[config.mk]
export PLATFORM = sky130hd
export DESIGN_NAME = balance_velocity_motor_loop_top
export DESIGN_NICKNAME = d
export VERILOG_FILES = /design/src/rtl/bvml_pkg.sv /design/src/rtl/balance_velocity_motor_loop_top.sv
export SDC_FILE = /design/constraint.sdc
export NUM_CORES = 1
export LEC_CHECK = 0
export BUFFER_PORTS_ARGS = -buffer_cell sky130_fd_sc_hd__buf_2
export CAP_MARGIN = 0
export CORE_UTILIZATION = 60
export CTS_BUF_LIST = sky130_fd_sc_hd__clkbuf_2
export CTS_CLUSTER_DIAMETER = 80
export DETAILED_ROUTE_END_ITERATION = 6
export GPL_TIMING_DRIVEN = 0
export PLACE_DENSITY_LB_ADDON = 0.1
export SLEW_MARGIN = 40
export SYNTH_ARGS = -nofsm -noshare
export SYNTH_HDL_FRONTEND = slang
export SYNTH_SLANG_ARGS = --single-unit
[constraint.sdc]
create_clock -name clk_i -period 9.2 [get_ports clk_i]
set_clock_uncertainty 0.2 [all_clocks]
set_input_delay 0.46 -clock clk_i [delete_from_list [all_inputs] [get_ports clk_i]]
set_output_delay 0.46 -clock clk_i [all_outputs]
set_load 0.005 [all_outputs]
[src/rtl/bvml_pkg.sv]
`timescale 1ns / 1ps
`default_nettype none
// ----------------------------------------------------------------------------
// bvml_pkg
// Shared types and constants of the balance and velocity motor loop.
// ----------------------------------------------------------------------------
package bvml_pkg;

  // configuration port
  localparam int unsigned CfgIdxW  = 3;
  localparam int unsigned CfgDataW = 16;

  // register indexes
  localparam logic [CfgIdxW-1:0] CfgMechOffset  = 3'd0;
  localparam logic [CfgIdxW-1:0] CfgTargetTilt  = 3'd1;
  localparam logic [CfgIdxW-1:0] CfgTargetLeft  = 3'd2;
  localparam logic [CfgIdxW-1:0] CfgTargetRight = 3'd3;
  localparam logic [CfgIdxW-1:0] CfgDriveLimit  = 3'd4;
  localparam logic [CfgIdxW-1:0] CfgDeadZone    = 3'd5;

  // register reset values
  localparam logic [13:0] DriveLimitRst = 14'd9500;
  localparam logic [9:0]  DeadZoneRst   = 10'd500;

  // arithmetic constants
  localparam int unsigned DrvDiv   = 160;      // balance term divisor
  localparam int unsigned FiltDiv  = 5;        // low-pass divisor
  localparam int unsigned IntegLim = 5120000;  // 20000 in Q.8
  localparam int unsigned DutyMax  = 16383;
  localparam int unsigned DivBits  = 27;       // bits through the serial dividers

  // input request
  typedef struct packed {
    logic signed [15:0] tilt_angle;
    logic signed [15:0] gyro_rate;
    logic [7:0]         count_left;
    logic [7:0]         count_right;
  } in_item_t;

  // result
  typedef struct packed {
    logic signed [14:0] balance_drive;
    logic [13:0]        duty;
    logic               forward;
    logic signed [15:0] velocity_drive;
  } out_item_t;

endpackage
`default_nettype wire

[src/rtl/balance_velocity_motor_loop_top.sv]
`timescale 1ns / 1ps
`default_nettype none
// ----------------------------------------------------------------------------
// balance_velocity_motor_loop_top
// PD balance drive with clamp, dead zone and direction, plus a velocity PI
// term on the summed encoder speed error that is reported alongside.
// ----------------------------------------------------------------------------
// One request is worked at a time; the next is taken only once the block is
// idle again. The result sits in an output register, so a stall there holds
// the block only once the following request is finished. The work runs
// through set-up (bias, multiply, magnitude), the two bit-serial constant
// dividers (balance term by 160, low-pass by 5), which shift one bit a cycle
// over 27 bits, then post-processing (filter, integral, velocity multiply and
// sum) and the final load; the next request is taken in the idle state.
// Configuration is written through a plain write port; the user must write
// it only while the block is idle, which the block itself does not enforce.
// ----------------------------------------------------------------------------
module balance_velocity_motor_loop_top
  import bvml_pkg::*;
(
  input  wire                clk_i,
  input  wire                rst_ni,
  // request channel
  input  wire                in_valid_i,
  output logic               in_stall_o,
  input  wire in_item_t      in_data_i,
  // result channel
  output logic               out_valid_o,
  input  wire                out_stall_i,
  output out_item_t          out_data_o,
  // configuration
  input  wire                cfg_we_i,
  input  wire [CfgIdxW-1:0]  cfg_idx_i,
  input  wire [CfgDataW-1:0] cfg_data_i
);

  localparam int unsigned CntW = $clog2(DivBits);

  typedef enum logic [3:0] {
    S_IDLE, S_BIAS, S_MUL, S_ABS, S_DIV, S_POST, S_INT, S_VMUL, S_VSUM, S_FIN
  } state_e;

  state_e state_q;
  logic [CntW-1:0] cnt_q;
  logic out_valid_q;

  // configuration registers
  logic signed [15:0] cfg_offset_q, cfg_tilt_q;
  logic [7:0]  cfg_tl_q, cfg_tr_q;
  logic [13:0] cfg_limit_q;
  logic [9:0]  cfg_dead_q;

  // loop state
  logic signed [19:0] filt_q;
  logic signed [23:0] integ_q;

  // datapath
  in_item_t           in_q;
  logic signed [17:0] bias_q;
  logic signed [10:0] err_q;
  logic signed [26:0] pa_q;
  logic signed [22:0] pb_q;
  logic signed [22:0] fnum_q;
  logic               drv_neg_q, filt_neg_q;
  logic [DivBits-1:0] drv_sh_q, filt_sh_q;
  logic [7:0]         drv_rem_q;
  logic [2:0]         filt_rem_q;
  logic signed [27:0] vprod_q;
  logic signed [28:0] vnum_q;
  out_item_t          out_q;

  logic in_acc, out_load;

  assign in_stall_o  = (state_q != S_IDLE);
  assign in_acc      = in_valid_i && !in_stall_o;
  assign out_valid_o = out_valid_q;
  assign out_data_o  = out_q;
  assign out_load    = (state_q == S_FIN) && (!out_valid_q || !out_stall_i);

  // serial divider steps, one quotient bit each
  logic [8:0] drv_trial;
  logic [3:0] filt_trial;
  logic       drv_ge, filt_ge;
  logic [7:0] drv_rem_d;
  logic [2:0] filt_rem_d;

  always_comb begin
    drv_trial  = {drv_rem_q, drv_sh_q[DivBits-1]};
    drv_ge     = drv_trial >= 9'(DrvDiv);
    drv_rem_d  = drv_ge ? 8'(drv_trial - 9'(DrvDiv)) : drv_trial[7:0];
    filt_trial = {filt_rem_q, filt_sh_q[DivBits-1]};
    filt_ge    = filt_trial >= 4'(FiltDiv);
    filt_rem_d = filt_ge ? 3'(filt_trial - 4'(FiltDiv)) : filt_trial[2:0];
  end

  // signed numerators and their magnitudes
  logic signed [26:0] num;
  logic signed [22:0] fnum_d;
  logic [26:0] num_mag;
  logic [22:0] fnum_mag;

  always_comb begin
    num      = pa_q + 27'(pb_q);
    num_mag  = num[26] ? 27'(-num) : 27'(num);
    fnum_mag = fnum_q[22] ? 23'(-fnum_q) : 23'(fnum_q);
    fnum_d   = $signed({filt_q[19], filt_q, 2'b00})
             + $signed({{4{err_q[10]}}, err_q, 8'b0});
  end

  // drive clamp, duty, direction and new filter value
  logic signed [18:0] drive_raw, drive_c, lim_s;
  logic [14:0] drive_mag, duty_sum;
  logic signed [19:0] filt_new;
  logic [17:0] drv_quo;
  logic [19:0] filt_quo;

  always_comb begin
    drv_quo   = drv_sh_q[17:0];
    drive_raw = drv_neg_q ? -$signed({1'b0, drv_quo}) : $signed({1'b0, drv_quo});
    lim_s     = $signed({5'b0, cfg_limit_q});
    if (drive_raw > lim_s) begin
      drive_c = lim_s;
    end else if (drive_raw < -lim_s) begin
      drive_c = -lim_s;
    end else begin
      drive_c = drive_raw;
    end
    drive_mag = drive_c[18] ? 15'(-drive_c) : 15'(drive_c);
    duty_sum  = drive_mag + 15'(cfg_dead_q);
    filt_quo  = filt_sh_q[19:0];
    filt_new  = filt_neg_q ? -$signed(filt_quo) : $signed(filt_quo);
  end

  // integral with clamp
  logic signed [24:0] isum, integ_d;

  always_comb begin
    isum = 25'(integ_q) + 25'(filt_q);
    if (isum > $signed(25'(IntegLim))) begin
      integ_d = $signed(25'(IntegLim));
    end else if (isum < -$signed(25'(IntegLim))) begin
      integ_d = -$signed(25'(IntegLim));
    end else begin
      integ_d = isum;
    end
  end

  // velocity term, truncated toward zero over 1024
  logic [28:0] vmag;
  logic [15:0] vquo;
  logic signed [15:0] vel;

  always_comb begin
    vmag = vnum_q[28] ? 29'(-vnum_q) : 29'(vnum_q);
    vquo = vmag[25:10];
    vel  = vnum_q[28] ? -$signed(vquo) : $signed(vquo);
  end

  // configuration writes
  always_ff @(posedge clk_i or negedge rst_ni) begin
    if (!rst_ni) begin
      cfg_offset_q <= '0;
      cfg_tilt_q   <= '0;
      cfg_tl_q     <= '0;
      cfg_tr_q     <= '0;
      cfg_limit_q  <= DriveLimitRst;
      cfg_dead_q   <= DeadZoneRst;
    end else if (cfg_we_i) begin
      case (cfg_idx_i)
        CfgMechOffset:  cfg_offset_q <= $signed(cfg_data_i);
        CfgTargetTilt:  cfg_tilt_q   <= $signed(cfg_data_i);
        CfgTargetLeft:  cfg_tl_q     <= cfg_data_i[7:0];
        CfgTargetRight: cfg_tr_q     <= cfg_data_i[7:0];
        CfgDriveLimit:  cfg_limit_q  <= cfg_data_i[13:0];
        CfgDeadZone:    cfg_dead_q   <= cfg_data_i[9:0];
        default: ;
      endcase
    end
  end

  // sequencer, loop state and result valid
  always_ff @(posedge clk_i or negedge rst_ni) begin
    if (!rst_ni) begin
      state_q     <= S_IDLE;
      cnt_q       <= '0;
      out_valid_q <= 1'b0;
      filt_q      <= '0;
      integ_q     <= '0;
    end else begin
      if (out_load) begin
        out_valid_q <= 1'b1;
      end else if (out_valid_q && !out_stall_i) begin
        out_valid_q <= 1'b0;
      end
      case (state_q)
        S_IDLE: begin
          if (in_acc) begin
            state_q <= S_BIAS;
          end
        end
        S_BIAS: state_q <= S_MUL;
        S_MUL:  state_q <= S_ABS;
        S_ABS: begin
          cnt_q   <= '0;
          state_q <= S_DIV;
        end
        S_DIV: begin
          if (cnt_q == CntW'(DivBits - 1)) begin
            state_q <= S_POST;
          end else begin
            cnt_q <= cnt_q + 1'b1;
          end
        end
        S_POST: begin
          filt_q  <= filt_new;
          state_q <= S_INT;
        end
        S_INT: begin
          integ_q <= 24'(integ_d);
          state_q <= S_VMUL;
        end
        S_VMUL: state_q <= S_VSUM;
        S_VSUM: state_q <= S_FIN;
        S_FIN: begin
          if (out_load) begin
            state_q <= S_IDLE;
          end
        end
        default: state_q <= S_IDLE;
      endcase
    end
  end

  // datapath registers
  always_ff @(posedge clk_i) begin
    if (in_acc) begin
      in_q <= in_data_i;
    end
    case (state_q)
      S_BIAS: begin
        bias_q <= 18'(in_q.tilt_angle) - 18'(cfg_offset_q) - 18'(cfg_tilt_q);
        err_q  <= $signed(11'({3'b0, in_q.count_left}) + 11'({3'b0, in_q.count_right})
                - 11'({3'b0, cfg_tl_q}) - 11'({3'b0, cfg_tr_q}));
      end
      S_MUL: begin
        pa_q   <= 27'(27'(bias_q) * 27'sd375);
        pb_q   <= 23'(23'(in_q.gyro_rate) * 23'sd96);
        fnum_q <= fnum_d;
      end
      S_ABS: begin
        drv_neg_q  <= num[26];
        drv_sh_q   <= num_mag;
        filt_neg_q <= fnum_q[22];
        filt_sh_q  <= {4'b0, fnum_mag};
        drv_rem_q  <= '0;
        filt_rem_q <= '0;
      end
      S_DIV: begin
        drv_sh_q   <= {drv_sh_q[DivBits-2:0], drv_ge};
        drv_rem_q  <= drv_rem_d;
        filt_sh_q  <= {filt_sh_q[DivBits-2:0], filt_ge};
        filt_rem_q <= filt_rem_d;
      end
      S_VMUL: vprod_q <= 28'(28'(filt_q) * 28'sd200);
      S_VSUM: vnum_q  <= 29'(vprod_q) + 29'(integ_q);
      // quotient and limits hold until here, so the whole result loads at once
      S_FIN: begin
        if (out_load) begin
          out_q.balance_drive  <= 15'(drive_c);
          out_q.duty           <= (duty_sum > 15'(DutyMax)) ? 14'(DutyMax) : duty_sum[13:0];
          out_q.forward        <= !drive_c[18] && (drive_c != '0);
          out_q.velocity_drive <= vel;
        end
      end
      default: ;
    endcase
  end

endmodule
`default_nettype wire

==> impl_metrics.tcl <==
set metrics [dict create \
    status "finished, final reports clean" \
    drt_drc_violations_left 0 \
    viasPerCell 5.72 \
    die_h_um 231 \
    critical-path-slowest-cell "edfxtp_1" \
    hp-class "in2reg" \
    ys_seq_elements 434 \
    globalRouteTotalUtil 0.293 \
    wl_mm 76.7 \
    slew_headroom 0.406 \
    rr_endpoint "out_data_o[18]$_SDFFCE_PN1P_" \
    cts_inserted_buffers 115 \
    synth_cell_type_count 94 \
    grt_max_degree 73 \
    rows 83 \
    min_to "in_q[29]$_DFFE_PP_" \
    cts_tree "done" \
    cp-start-kind "flop" \
    cts_max_level 3 \
    overflow 0 \
    first_global_vias 25000 \
    cts_root_buffer "clkbuf_2" \
    max_stage_delay_ns 0.48 \
    synth_nets 3525 \
    syn_avg_cell_area_um2 10.5 \
    seq_area_mm2 0.0124 \
    wl_per_cell_um 18.3 \
    layout-drive-gt1-share 0.130 \
    ios 120 \
    vias 24000 \
    antenna_found_initial 3 \
    rr_startpoint "drv_sh_q[0]$_DFFE_PP_" \
    yosysWarnings 0 \
    setup_viol 0 \
    final-hold-violation-count 0 \
    hold_depth 3 \
    r2r_cells 36 \
    gp_congestion 0.871 \
    portBuffers 118 \
    cp_common_cell "o21ai_0" \
    die-area_mm2 0.0533 \
    ys_seq_area_frac 0.395 \
    ys.flop_type "edfxtp_1" \
    maxCapViolations 0 \
    final_nets 3940 \
    synth_area_mm2 0.0314 \
    async_reset_ff_frac 0.290 \
    finalCriticalPeriod_ns 8.54 \
    postRouteAntennaNets 0 \
    ff2ff_setup_slack_ns 0.66 \
    timing.setup.tns_ns 0 \
    max_freq_mhz 117 \
    layout_common_cells "344 x inv_1, 335 x ha_1, 308 x edfxtp_1, 204 x nand2_1, 187 x nor2_1" \
    drv_slew 0 \
    rsz0062_at_grt "no" \
    dpl.hpwl_mm 55.7 \
    critPathRequiredTime_ns 9.88 \
    drt_first_pass_iters 5 \
    die_w_um 231 \
    clkLatencyLatePin_ns 1.23 \
    n_fill_cell 3811 \
    clock-sinks 434 \
    final_common_cell "inv_1" \
    synthCells 2982 \
    hold_start "in_valid_i" \
    multi_input_comb_area_mm2 0.0175 \
    start_util 0.611 \
    crit_type "reg2reg" \
    cp-end-kind "flop" \
    drt_iter0_markers 1213 \
    cts_buffer_depth 3 \
    critPathArrivalTime_ns 9.22 \
    period_share 0.928 \
    grt_pass1_wl_mm 124 \
    syn2layout_area_growth_pct 14.3 \
    clk_pin_slew_ns 0.12 \
    synth_edf_count 308 \
    cp_max_fo 10 \
    tightestPinTransition_ns 0.888 \
    placeableCoreArea_mm2 0.0515 \
]
-- worst max-delay path, delay by kind of cell (launching register included) --
family	cells	cell delay [ns]
DFF	1	0.48
and+or+nand+nor	13	2.37
adders and majority gates	3	1.11
buffers and inverters	8	1.68
xor gates and xnor gates	1	0.17
AOI/OAI and AO/OA	11	2.20
-- routing by layer --
layer / vias up / global-route usage / share of wire
li1: 11400 / - / -
met1: 11600 / 0.333 / 0.40
met2: 686 / 0.542 / 0.52
met3: 221 / 0.0451 / 0.043
met4: 0 / 0.127 / 0.039
met5: - / 0 / 0
-- what timing repair did --
item / 4_1_cts / 5_1_grt
buffers inserted: 0 / 2
hold endpoints to repair: 311 / 0
endpoints found under the setup margin: 0 / 11
hold buffers: 150 / 0
resized for setup: 0 / 3
-- sequential cells by signal (all words and copies together) (netlist names), 21 cells and up --
name	flops
out_data_o	46
vnum_q	27
fnum_q	21
drv_sh_q	27
in_q	48
pa_q	27
integ_q	24
filt_sh_q	27
vprod_q	25
-- stage by stage --
step | instances | hold WS [ns] | util | setup slack, ns | instance area (µm²)
global route | 4185 | 0.0229 | 0.698 | 0.0468 | 35900
finish | 4187 | 0.134 | 0.698 | 0.662 | 35900
global placement | 3780 | 0.275 | 0.639 | 0.730 | 32900
CTS | 4178 | 0.0174 | 0.697 | 0.449 | 35900
floorplan | 2982 | -0.0356 | - | 2.09 | 31400
detailed placement | 3808 | 0.221 | 0.644 | 0.609 | 33200
-- area by class of cell --
cell class | count | share of cell area
clock buffer | 173 | 0.0241
multi-input combinational | 2141 | 0.488
sequential | 434 | 0.346
buffer | 62 | 0.00735
tap | 680 | 0.0237
antenna | 7 | 0.000487
inverter | 345 | 0.0360
clock inverter | 47 | 0.00881
timing repair buffer | 298 | 0.0663
-- how the worst max path moves through the flow --
stage                           from                      endpoint  slack (ns)  depth (start not counted)
3_3_place_gp   drv_sh_q[0]$_DFFE_PP_  out_data_o[18]$_SDFFCE_PN1P_        0.73                         36
2_1_floorplan  drv_sh_q[0]$_DFFE_PP_  out_data_o[30]$_SDFFCE_PN1P_        2.09                         35
3_5_place_dp   drv_sh_q[0]$_DFFE_PP_  out_data_o[17]$_SDFFCE_PN1P_        0.61                         36
6_report       drv_sh_q[0]$_DFFE_PP_  out_data_o[18]$_SDFFCE_PN1P_        0.66                         36
5_1_grt        drv_sh_q[0]$_DFFE_PP_  out_data_o[19]$_SDFFCE_PN1P_        0.05                         36
4_1_cts        drv_sh_q[0]$_DFFE_PP_  out_data_o[18]$_SDFFCE_PN1P_        0.45                         36
-- synth_stat cells (8+ instances only) --
master    count  area [µm²]
or3_1        24         150
a211oi_1     16         120
inv_1       344        1290
xnor2_1     186        1630
and3_1       13        81.3
a31o_2        8        70.1
xor2_1       94         823
a21oi_1     182         911
and2_1       19         119
nand2_1     205         769
mux2i_1      13         130
nor2_1      188         706
o31ai_1      33         248
or4_1        14         105
a31oi_1      16         100
nor2b_1      29         181
nand2b_1     33         206
a21o_1       39         293
o21bai_1     43         323
o21a_1       22         165
fa_1        136        2720
nor4_1        8        50.1
or2_2        15        93.8
o211ai_1      8        60.1
a22o_1       10        87.6
nand4_1      16         100
ha_1        335        4190
a21boi_0     12        90.1
dfstp_2      12         315
nand3_1      37         185
clkbuf_1     47         176
dfrtp_1     114        2850
edfxtp_1    308        9250
nor3_1       57         285
o21ai_0     176         881
mux2_2       32         360
-- cell families after synthesis --
| group | synth area share |
|---|---|
| fa+ha+maj | 0.221 |
| mux | 0.0163 |
| flops | 0.395 |
| simple gates | 0.106 |
| xor+xnor | 0.0785 |
| compound gates | 0.135 |
| buf+inv | 0.0495 |
Power is not shown: default switching activity piles up to over one toggle a cycle in this logic, so the estimate is an artifact.
